File: config.mk
export PLATFORM = sky130hd
export DESIGN_NAME = beep_pattern_sequencer_unit
export DESIGN_NICKNAME = d
export VERILOG_FILES = /design/src/rtl/core/bps_pkg.sv /design/src/rtl/core/bps_seq.sv /design/src/rtl/core/bps_out.sv /design/src/rtl/core/beep_pattern_sequencer_unit.sv
export SDC_FILE = /design/constraint.sdc
export NUM_CORES = 1
export LEC_CHECK = 0
export ABC_AREA = 1
export BUFFER_PORTS_ARGS = -buffer_cell sky130_fd_sc_hd__buf_2
export CORE_MARGIN = 5
export CORE_UTILIZATION = 25
export CTS_CLUSTER_DIAMETER = 30
export DETAILED_ROUTE_END_ITERATION = 10
export GPL_TIMING_DRIVEN = 0
export SLEW_MARGIN = 15
export SYNTH_ARGS = -nofsm -noshare
export SYNTH_HDL_FRONTEND = slang
export SYNTH_SLANG_ARGS = --single-unit
File: constraint.sdc
create_clock -name clk -period 2.9 [get_ports clk]
set_input_delay 0.58 -clock clk [delete_from_list [all_inputs] [get_ports clk]]
set_output_delay 0.58 -clock clk [all_outputs]
set_load 0.005 [all_outputs]
File: src/rtl/core/bps_pkg.sv
// Package for the beep pattern sequencer: transaction types, action codes and the pattern table.
package bps_pkg;

  // Number of patterns in the table
  localparam int unsigned NUM_PATTERNS = 6;

  // Step durations in milliseconds
  localparam logic [8:0] MS_SHORT   = 9'd80;
  localparam logic [8:0] MS_GAP     = 9'd100;
  localparam logic [8:0] MS_OK_LONG = 9'd240;
  localparam logic [8:0] MS_LONG    = 9'd400;
  localparam logic [8:0] MS_ERR_GAP = 9'd150;

  // Pattern ids
  localparam logic [2:0] PAT_OK   = 3'd0;
  localparam logic [2:0] PAT_ERR  = 3'd1;
  localparam logic [2:0] PAT_DIT1 = 3'd2;
  localparam logic [2:0] PAT_DIT2 = 3'd3;
  localparam logic [2:0] PAT_DIT3 = 3'd4;
  localparam logic [2:0] PAT_LONG = 3'd5;

  // Action codes of an input transaction
  typedef enum logic [1:0] {
    ACT_PLAY = 2'd0,
    ACT_STOP = 2'd1,
    ACT_TICK = 2'd2,
    ACT_NOP  = 2'd3
  } action_t;

  // Input transaction
  typedef struct packed {
    logic [1:0] action;
    logic [2:0] pattern;
  } in_item_t;

  // Result transaction
  typedef struct packed {
    logic tone_on;
    logic playing;
    logic accepted;
  } out_item_t;

  // Number of steps in a pattern; zero for invalid ids
  function automatic logic [2:0] pattern_len(input logic [2:0] pat);
    logic [2:0] len;
    case (pat)
      PAT_OK:   len = 3'd3;
      PAT_ERR:  len = 3'd3;
      PAT_DIT1: len = 3'd1;
      PAT_DIT2: len = 3'd3;
      PAT_DIT3: len = 3'd5;
      PAT_LONG: len = 3'd1;
      default:  len = 3'd0;
    endcase
    return len;
  endfunction

  // Duration of one step; zero outside the pattern
  function automatic logic [8:0] step_ms(input logic [2:0] pat, input logic [2:0] idx);
    logic [8:0] ms;
    ms = 9'd0;
    case (pat)
      PAT_OK: begin
        case (idx)
          3'd0:    ms = MS_SHORT;
          3'd1:    ms = MS_GAP;
          3'd2:    ms = MS_OK_LONG;
          default: ms = 9'd0;
        endcase
      end
      PAT_ERR: begin
        case (idx)
          3'd0:    ms = MS_LONG;
          3'd1:    ms = MS_ERR_GAP;
          3'd2:    ms = MS_LONG;
          default: ms = 9'd0;
        endcase
      end
      PAT_DIT1, PAT_LONG: begin
        if (idx == 3'd0) begin
          ms = (pat == PAT_LONG) ? MS_LONG : MS_SHORT;
        end
      end
      PAT_DIT2, PAT_DIT3: begin
        if (idx < pattern_len(pat)) begin
          ms = idx[0] ? MS_GAP : MS_SHORT;
        end
      end
      default: ms = 9'd0;
    endcase
    return ms;
  endfunction

  // Tone level of one step: even steps sound, odd steps are gaps
  function automatic logic step_tone(input logic [2:0] pat, input logic [2:0] idx);
    return (!idx[0]) && (idx < pattern_len(pat));
  endfunction

endpackage

File: src/rtl/core/bps_seq.sv
// Sequencer state and the single-pass update for one transaction.
module bps_seq (
  input  logic               clk,
  input  logic               rst_n,
  input  logic               fire,
  input  bps_pkg::in_item_t  item,
  input  logic               enable,
  output bps_pkg::out_item_t result
);

  logic       busy_r,  busy_nxt;
  logic [2:0] cur_r,   cur_nxt;
  logic [2:0] idx_r,   idx_nxt;
  logic [8:0] rem_r,   rem_nxt;
  logic       tone_r,  tone_nxt;
  logic       acc;
  logic [2:0] idx_inc;

  assign idx_inc = idx_r + 3'd1;

  // Next state for the transaction in the input register
  always_comb begin
    busy_nxt = busy_r;
    cur_nxt  = cur_r;
    idx_nxt  = idx_r;
    rem_nxt  = rem_r;
    tone_nxt = tone_r;
    acc      = 1'b0;
    case (bps_pkg::action_t'(item.action))
      bps_pkg::ACT_PLAY: begin
        if ((item.pattern < 3'(bps_pkg::NUM_PATTERNS)) && enable && !busy_r) begin
          busy_nxt = 1'b1;
          cur_nxt  = item.pattern;
          idx_nxt  = 3'd0;
          rem_nxt  = bps_pkg::step_ms(item.pattern, 3'd0);
          tone_nxt = bps_pkg::step_tone(item.pattern, 3'd0);
          acc      = 1'b1;
        end
      end
      bps_pkg::ACT_STOP: begin
        busy_nxt = 1'b0;
        idx_nxt  = 3'd0;
        rem_nxt  = 9'd0;
        tone_nxt = 1'b0;
      end
      bps_pkg::ACT_TICK: begin
        if (busy_r) begin
          if (rem_r > 9'd1) begin
            rem_nxt = rem_r - 9'd1;
          end else if ((cur_r >= 3'(bps_pkg::NUM_PATTERNS)) ||
                       (idx_inc >= bps_pkg::pattern_len(cur_r))) begin
            // last step ran out: pattern done
            busy_nxt = 1'b0;
            idx_nxt  = 3'd0;
            rem_nxt  = 9'd0;
            tone_nxt = 1'b0;
          end else begin
            idx_nxt  = idx_inc;
            rem_nxt  = bps_pkg::step_ms(cur_r, idx_inc);
            tone_nxt = bps_pkg::step_tone(cur_r, idx_inc);
          end
        end
      end
      default: begin
      end
    endcase
  end

  assign result.tone_on  = tone_nxt;
  assign result.playing  = busy_nxt;
  assign result.accepted = acc;

  // State registers, updated when the transaction moves to the result stage
  always_ff @(posedge clk) begin
    if (!rst_n) begin
      busy_r <= 1'b0;
      cur_r  <= 3'd0;
      idx_r  <= 3'd0;
      rem_r  <= 9'd0;
      tone_r <= 1'b0;
    end else if (fire) begin
      busy_r <= busy_nxt;
      cur_r  <= cur_nxt;
      idx_r  <= idx_nxt;
      rem_r  <= rem_nxt;
      tone_r <= tone_nxt;
    end
  end

  // A playing pattern always has a valid id and step
  a_busy_pattern: assert property (@(posedge clk) disable iff (!rst_n)
    busy_r |-> (cur_r < 3'(bps_pkg::NUM_PATTERNS)) && (idx_r < bps_pkg::pattern_len(cur_r)))
    else $error("busy with invalid pattern or step");

  // Idle means silent with cleared counters
  a_idle_clear: assert property (@(posedge clk) disable iff (!rst_n)
    !busy_r |-> (!tone_r && (rem_r == 9'd0) && (idx_r == 3'd0)))
    else $error("idle state not cleared");

  // An accepted play request leaves the block playing
  a_acc_busy: assert property (@(posedge clk) disable iff (!rst_n)
    (fire && acc) |=> busy_r)
    else $error("accepted play did not start pattern");

  // Tone only sounds on even steps
  a_tone_step: assert property (@(posedge clk) disable iff (!rst_n)
    tone_r |-> (busy_r && !idx_r[0]))
    else $error("tone on in a gap step");

endmodule

File: src/rtl/core/bps_out.sv
// Result register with valid/stall handshake toward the consumer.
module bps_out (
  input  logic               clk,
  input  logic               rst_n,
  input  logic               load,
  input  bps_pkg::out_item_t res_in,
  output logic               adv,
  output logic               out_valid,
  input  logic               out_stall,
  output bps_pkg::out_item_t out_data
);

  logic               valid_r, valid_nxt;
  bps_pkg::out_item_t data_r;

  // Register can take a new result when empty or being drained
  assign adv       = !valid_r || !out_stall;
  assign valid_nxt = load ? 1'b1 : (valid_r && out_stall);

  always_ff @(posedge clk) begin
    if (!rst_n) begin
      valid_r <= 1'b0;
    end else begin
      valid_r <= valid_nxt;
    end
  end

  // Payload, no reset
  always_ff @(posedge clk) begin
    if (load) begin
      data_r <= res_in;
    end
  end

  assign out_valid = valid_r;
  assign out_data  = data_r;

endmodule

File: src/rtl/core/beep_pattern_sequencer_unit.sv
// Top level of the beep pattern sequencer: input register, sequencer and result register.
//
// Takes one transaction per clock (play, stop or millisecond tick) and returns exactly one
// result per transaction, after it has passed the input register and the result register.
// The pattern state updates as a transaction leaves the input register, so a new
// transaction can be accepted every cycle while the consumer keeps up; a stalled result holds
// the result register, and the input register takes one more transaction before in_stall
// rises. The enable_r register (reset 1) is written through the cfg channel, which is
// always ready.
module beep_pattern_sequencer_unit (
  input  logic               clk,
  input  logic               rst_n,
  input  logic               in_valid,
  output logic               in_stall,
  input  bps_pkg::in_item_t  in_data,
  output logic               out_valid,
  input  logic               out_stall,
  output bps_pkg::out_item_t out_data,
  input  logic               cfg_valid,
  output logic               cfg_ready,
  input  logic               cfg_data
);

  logic               s1_valid_r, s1_valid_nxt;
  bps_pkg::in_item_t  s1_data_r;
  logic               enable_r;
  logic               adv;
  logic               fire;
  logic               in_acc;
  bps_pkg::out_item_t result;

  // Configuration register
  assign cfg_ready = 1'b1;

  always_ff @(posedge clk) begin
    if (!rst_n) begin
      enable_r <= 1'b1;
    end else if (cfg_valid && cfg_ready) begin
      enable_r <= cfg_data;
    end
  end

  // Input register
  assign fire         = s1_valid_r && adv;
  assign in_stall     = s1_valid_r && !adv;
  assign in_acc       = in_valid && !in_stall;
  assign s1_valid_nxt = in_acc ? 1'b1 : (s1_valid_r && !fire);

  always_ff @(posedge clk) begin
    if (!rst_n) begin
      s1_valid_r <= 1'b0;
    end else begin
      s1_valid_r <= s1_valid_nxt;
    end
  end

  always_ff @(posedge clk) begin
    if (in_acc) begin
      s1_data_r <= in_data;
    end
  end

  // Pattern sequencer
  bps_seq u_seq (
    .clk    (clk),
    .rst_n  (rst_n),
    .fire   (fire),
    .item   (s1_data_r),
    .enable (enable_r),
    .result (result)
  );

  // Result register
  bps_out u_out (
    .clk       (clk),
    .rst_n     (rst_n),
    .load      (fire),
    .res_in    (result),
    .adv       (adv),
    .out_valid (out_valid),
    .out_stall (out_stall),
    .out_data  (out_data)
  );

  // Stall only holds back a transaction that is really waiting
  a_stall_full: assert property (@(posedge clk) disable iff (!rst_n)
    in_stall |-> (s1_valid_r && out_valid && out_stall))
    else $error("input stalled without a blocked pipeline");

  // A transaction leaving the input register shows up as a result next cycle
  a_fire_out: assert property (@(posedge clk) disable iff (!rst_n)
    fire |=> out_valid)
    else $error("moved transaction lost");

  // A held input transaction stays while it cannot advance
  a_s1_hold: assert property (@(posedge clk) disable iff (!rst_n)
    (s1_valid_r && !adv) |=> s1_valid_r)
    else $error("input transaction dropped");

endmodule

After elaboration in Yosys (flattened, before gate mapping)

Index checks and enable logic that the tools add are counted.

Register bits after elaboration: 28
Bits in latches: 0
Bits in writable memories: 0
Memory bits (read-only): 0
Bits of input ports: 11
Output and inout port bits: 6
Word-level logic and storage cells: 124
Memories kept: 0

Add/subtract/negate cells: 2
Multipliers: 0
Divide/modulo/power cells: 0
$lt $le $gt $ge: 8
Equal/unequal tests: 17
Shift-type cells: 0
Multiplexer cells: 52
Bitwise logic cells: 0
Reduce and logical (&&, ||, !) cells: 32

Operator list:

| operator              | count |
|---|---|
| $mux W9               | 8 |
| $pmux W9 S4           | 2 |
| $mux W3               | 21 |
| $pmux W3 S3           | 3 |
| $pmux W9 S3           | 1 |
| $pmux W8 S3           | 1 |
| $pmux W9 S2           | 1 |
| $eq A3 B2 Y1 const B  | 5 |
| $eq A3 B3 Y1 const B  | 4 |
| $mux W1               | 11 |
| $reduce_or A2 Y1      | 5 |
| $eq A3 B1 Y1 const B  | 3 |
| $gt A9 B1 Y1 const B  | 1 |
| $logic_not A3 Y1      | 3 |
| $sub A9 B1 Y9 const B | 1 |
| $logic_and A1 B1 Y1   | 8 |
| $logic_not A1 Y1      | 7 |
| $mux W7               | 1 |
| $lt A1 B3 Y1 const A  | 2 |
| $lt A3 B3 Y1          | 2 |
| $mux W6               | 1 |
| $pmux W1 S3           | 2 |
| $reduce_or A3 Y1      | 2 |
| $reduce_and A5 Y1     | 1 |
| 13 further kinds      | 15 |

Depth between registers and ports, before layout

Depth after elaboration: 19
Depth in mapped cells: 14
Gate-level depth less buffers: 14

By module

A second synthesis with hierarchy kept.

Cells, all modules: 292
Area total of the unflattened synthesis: 2,079.5 µm²

By module, submodules not included:

| module                      | instances | cells each | area an instance (µm²) | sequential area each (µm²) |
|---|---|---|---|---|
| bps_seq                     | 1         | 262        | 1,689.1                | 340.3 |
| beep_pattern_sequencer_unit | 1         | 22         | 257.7                  | 190.2 |
| bps_out                     | 1         | 8          | 132.6                  | 110.1 |

Worst setup path after synthesis

Ideal clock, no wire load.

Path kind: reg2reg
Start point: register u_seq.idx_r[0]
End point: register u_seq.rem_r[7]
Setup time: 0.070 ns
Arrival time: 2.032 ns
Required time: 2.830 ns
Slack: 0.799 ns
Cell stages (with the launch flop): 15
Period minus slack after synthesis: 2.101 ns
Path through: dfxtp_1 -> ha_1 -> inv_1 -> nand2_1 -> nand2_1 -> ha_1 -> nand2_1 -> nand2_1 -> nor2_1 -> nand2_1 -> nand3_1 -> nand2_1 -> inv_1 -> nand3_1 -> a21oi_1

Longest elaborated chain between the ends: 9
Elaborated cells between the ends (all ways): 15
Those cells by class: 1 x add/sub; 1 x order compare; 2 x eq/ne; 8 x mux; 3 x reduce/logical

Ends and longest elaborated chain:

| what                                             | RTL line                                    | text |
|---|---|---|
| start: declaration                               | bps_seq.sv:13                               | `logic [2:0] idx_r, idx_nxt;` |
| start signal: assignment                         | bps_seq.sv:84                               | `idx_r <= idx_nxt;` |
| $add A3 B1 Y3 (*)                                | bps_seq.sv:19                               | `assign idx_inc = idx_r + 3'd1;` |
| $eq A3 B2 Y1 or $logic_not A3 Y1 (tied branches) | bps_pkg.sv:64, bps_pkg.sv:72, bps_pkg.sv:80 |  |
| $reduce_or A2 Y1 (no source line)                | --                                          |  |
| $pmux W9 S2                                      | bps_pkg.sv:72                               | `case (idx)` |
| $pmux W9 S4                                      | bps_pkg.sv:62                               | `case (pat)` |
| $mux W9 (*)                                      | bps_seq.sv:50                               | `end else if ((cur_r >= 3'(bps_pkg::NUM_PATTERNS)) \|\|` |
| $mux W9 (*)                                      | bps_seq.sv:48                               | `if (rem_r > 9'd1) begin` |
| $mux W9 (*)                                      | bps_seq.sv:47                               | `if (busy_r) begin` |
| $pmux W9 S3 (*)                                  | bps_seq.sv:29                               | `case (bps_pkg::action_t'(item.action))` |
| end signal: assignment                           | bps_seq.sv:85                               | `rem_r <= rem_nxt;` |
| end: declaration                                 | bps_seq.sv:14                               | `logic [8:0] rem_r, rem_nxt;` |

Every way passes the cells marked *; elsewhere a longest branch is shown, timed or not. The select of a mux whose other input is x is not followed.
A chain may end at the register's enable or synchronous reset.

Worst setup path in the final report

Start point: register u_seq.idx_r[0]
End point: register u_out.data_r (netlist bit u_out.out_data[1]) (data pin)

Longest elaborated chain between the ends: 7

Ends and longest elaborated chain:

| what                   | RTL line      | text |
|---|---|---|
| $add A3 B1 Y3          | bps_seq.sv:19 |  |
| $ge A3 B3 Y1           | bps_seq.sv:51 | `(idx_inc >= bps_pkg::pattern_len(cur_r))) begin` |
| $logic_or A1 B1 Y1     | bps_seq.sv:50 |  |
| $mux W1                | bps_seq.sv:50 |  |
| $mux W1                | bps_seq.sv:48 |  |
| $mux W1                | bps_seq.sv:47 |  |
| $pmux W1 S3            | bps_seq.sv:29 |  |
| via u_seq.busy_nxt     | bps_seq.sv:11 | `logic busy_r, busy_nxt;` |
| end signal: assignment | bps_out.sv:31 | `data_r <= res_in;` |
| end: declaration       | bps_out.sv:14 | `bps_pkg::out_item_t data_r;` |

The timed path passes the listed nets, and every way through them passes these cells.

==> results.md <==
* Die area at approximately 9000 µm²
* EDFF count, synth at 8
* Number of DRC markers in iteration 0 at 121
* Vias in the first global route at between 1500 and 2000
* Fmax at 385.0 MHz
* Final setup vio count at 0
* Top Ports at 17
* CP Launch Point: u_seq.idx_r[0]$_SDFFE_PN0P_
* Synthesized Nets at between 200 and 300
* MaxCap Viol Count at 0
* Fin Setup TNS at 0 ps
* List of most frequent post-synthesis cells: 67 x nand2_1, 41 x inv_1, 32 x nor2_1
* Slew HR at ~65%
* Starting Density at between 20% and 30%
* R2R Setup Slk at between 300 and 400 ps
* GR Overflow Total at 0
* Std cell rows at 31
* Reg clk slew, reported paths at approximately 100 ps
* CP Class: reg -> reg
* CTS tree: built
* Longest Clk Path Bufs at 2
* Fin Hold WS at between 400 and 500 ps
* Final Max Slew Viols at 0
* Core Area at around 7200 µm²
* Post_cts resized at 0
* Max H-tree Level at 1
* Vias at roughly 1700
* Synth async-reset ratio at 0%
* Hold Path Depth at 1
* CP most frequent cell: nand2_1
* Final net count at approximately 320
* Worst setup EP type: register
* Post-DP HPWL at roughly 3300 µm
* Setup bufs post-CTS at 0
* Max VDD drop at between 0.15 and 0.2 mV
* Sink Count at 28
* Area leader, netlist: dfxtp_1
* Syn_area_per_cell at between 6 and 7 µm²
* Worst hold path class: in -> reg
* Most numerous cell in the Yosys netlist: nand2_1
* Slowest cell on the critical path: dfxtp_1
* DR WL/cell at ~10 µm
* Crit path cell chain: ha_1 > inv_1 > nand2_1 > nand2_1 > ha_1 > nand2_1 > nand2_1 > nor2_1 > nand2_1 > nand3_1 > nand3_1 > a22oi_1
* Final worst-path cycle share at about nine tenths
* Critical Path Max Stage Delay at between 500 and 600 ps
* Yosys reg bits at 28
* Maximum net fanout on the critical path at 9
* CTS Hold Bufs at 0
* Area share of the largest cell type after synthesis at a little over a fifth
* Worst-skew pair later-pin latency at around 270 ps
* P&R area growth vs syn at 13.45%
* Die W at 96.04 µm
* Mapped cell area at 1851 µm²
* Hold Startpoint: in_data[1]
* Placer Congestion at between 0.8 and 0.9
* Largest net degree at the start of global routing at 16
* Root Driver: clkbuf_8
* DR pass1 iterations at 4
* DR vias/cell at approximately 4.4
* Initial antenna violation count at 0
* Yosys cell types at 32
* Lkg Pwr at 0.9782 nW
* Critical Path Source Type: register
* Routed WL at a little over 4000 µm
* Diode count at 0
* Hold Path End: s1_data_r[1]$_DFFE_PP_
* Pwr dens at about 440 nW/µm²
* Synth Flop Type: dfxtp_1
* R2r startpoint: u_seq.idx_r[0]$_SDFFE_PN0P_
* Drt drc at 0
* Worst Tran Pin Value at around 520 ps
* Ys Warns at 0
* Die Y-Extent at 96.04 µm
* GRT Util Overall at under 10%
* Antenna viol nets, final at 0
* CP arrival at ~2700 ps
* Clk_skew at ~7.5 ps
* Area contributors post-synth: dfxtp_1 22%, nand2_1 14%, edfxtp_1 13%, inv_1 8.3%, ha_1 8.1%
* Total CTS buffers at 3
* Layout cells sized above 1 at between 10% and 20%
* Gate Count Post-Synth at around 270
* # port buffers at 14
* Final min period at ~2600 ps
* RSZ-0062 raised after global routing: no
* Outcome: finished clean
* RR Endpoint: u_out.out_data[1]$_DFFE_PP_
* Sequential area share after synthesis at ~35%
* First-pass GRT wire length at between 6000 and 7000 µm
* Req. time, crit path at around 3000 ps
* Number of hold violations in the final report at 0
* R2R cell count at 12
==> worst max-delay path: cells and delay by family, from the launching register on <==
family / cells / cell delay [ps]
AOI/OAI and AO/OA: 1 / 180
adders and majority gates: 2 / 600
buffers and inverters: 1 / 40
DFF: 1 / 560
and+or+nand+nor: 8 / 1050
==> per-stage QoR <==
step	std cells	total power, mW	cell area, µm²	utilization [%]	worst slack [ps]
floorplan	273	0.6313	1851	-	798.5
global placement	386	0.6875	2044	28.34	330.4
detailed placement	386	0.6905	2044	28.34	297.6
CTS	390	0.9369	2100	29.10	276.1
global route	390	0.9923	2100	29.10	38.21
finish	390	0.9232	2100	29.10	302.6
==> power by group <==
| group | switching [mW] | leakage (nW) | internal (mW) |
|---|---|---|---|
| registers | 0.0178 | 0.241 | 0.424 |
| logic | 0.152 | 0.709 | 0.0881 |
| clock network | 0.120 | 0.0288 | 0.121 |
==> per-layer routing <==
metal / part of all wire, % / vias up / wire length, µm / GRT usage [%]
li1: - / 912 / - / -
met1: 49 / 758 / 1965 / 12.01
met2: 47 / 32 / 1895 / 15.58
met3: 3.4 / 4 / 136 / 1.173
met4: 0.92 / 0 / 37 / 1.896
met5: 0 / - / 0 / 0
==> worst max-delay path by stage <==
stage | to | slack, ps | cells after the start
floorplan | u_seq.rem_r[7]$_SDFFE_PN0P_ | 800 | 14
global placement | u_out.out_data[1]$_DFFE_PP_ | 330 | 12
detailed placement | u_seq.rem_r[6]$_SDFFE_PN0P_ | 300 | 14
CTS | u_seq.rem_r[6]$_SDFFE_PN0P_ | 280 | 14
global route | u_seq.rem_r[6]$_SDFFE_PN0P_ | 40 | 14
finish | u_out.out_data[1]$_DFFE_PP_ | 300 | 12
==> layout by cell type (no fill, tap or decap), drive strengths merged <==
| cell | netlist | final |
|---|---|---|
| a21oi | 22 | 22 |
| a22oi | 1 | 1 |
| a31oi | 4 | 4 |
| and2 | 1 | 1 |
| buf | 3 | 17 |
| clkbuf | 2 | 6 |
| conb | 1 | 1 |
| dfxtp | 20 | 20 |
| edfxtp | 8 | 8 |
| ha | 12 | 12 |
| inv | 43 | 43 |
| nand2 | 69 | 69 |
| nand3 | 19 | 19 |
| nand3b | 4 | 4 |
| nand4 | 2 | 2 |
| nor2 | 35 | 35 |
| nor3 | 5 | 5 |
| nor3b | 1 | 1 |
| o211ai | 1 | 1 |
| o21ai | 18 | 18 |
| o21bai | 2 | 2 |
==> flip-flops by register name (all words and copies together) (netlist names) <==
name	cells
u_seq.rem_r	9
s1_valid_r	1
s1_data_r	5
u_seq.cur_r	3
enable_r	1
u_seq.tone_r	1
u_seq.idx_r	3
u_out.out_valid	1
u_seq.busy_r	1
u_out.out_data	3
==> cells by family after synthesis <==
kind of cell,share of synthesized area [%]
AOI/OAI and AO/OA,14.40
other,0.2026
adders and majority gates,8.113
buffers and inverters,10.41
and+or+nand+nor,32.25
DFF,34.62
==> area by class of cell <==
cell class                      count  area (µm²)
Buffer                              5       31.28
Clock buffer                        4       55.05
Fill cell                         826        5115
Inverter                           43       161.4
Multi-Input combinational cell    197        1017
Sequential cell                    28       640.6
Tap cell                           99       123.9
Timing Repair Buffer               14       70.07
(Power assumes the default switching activity.)
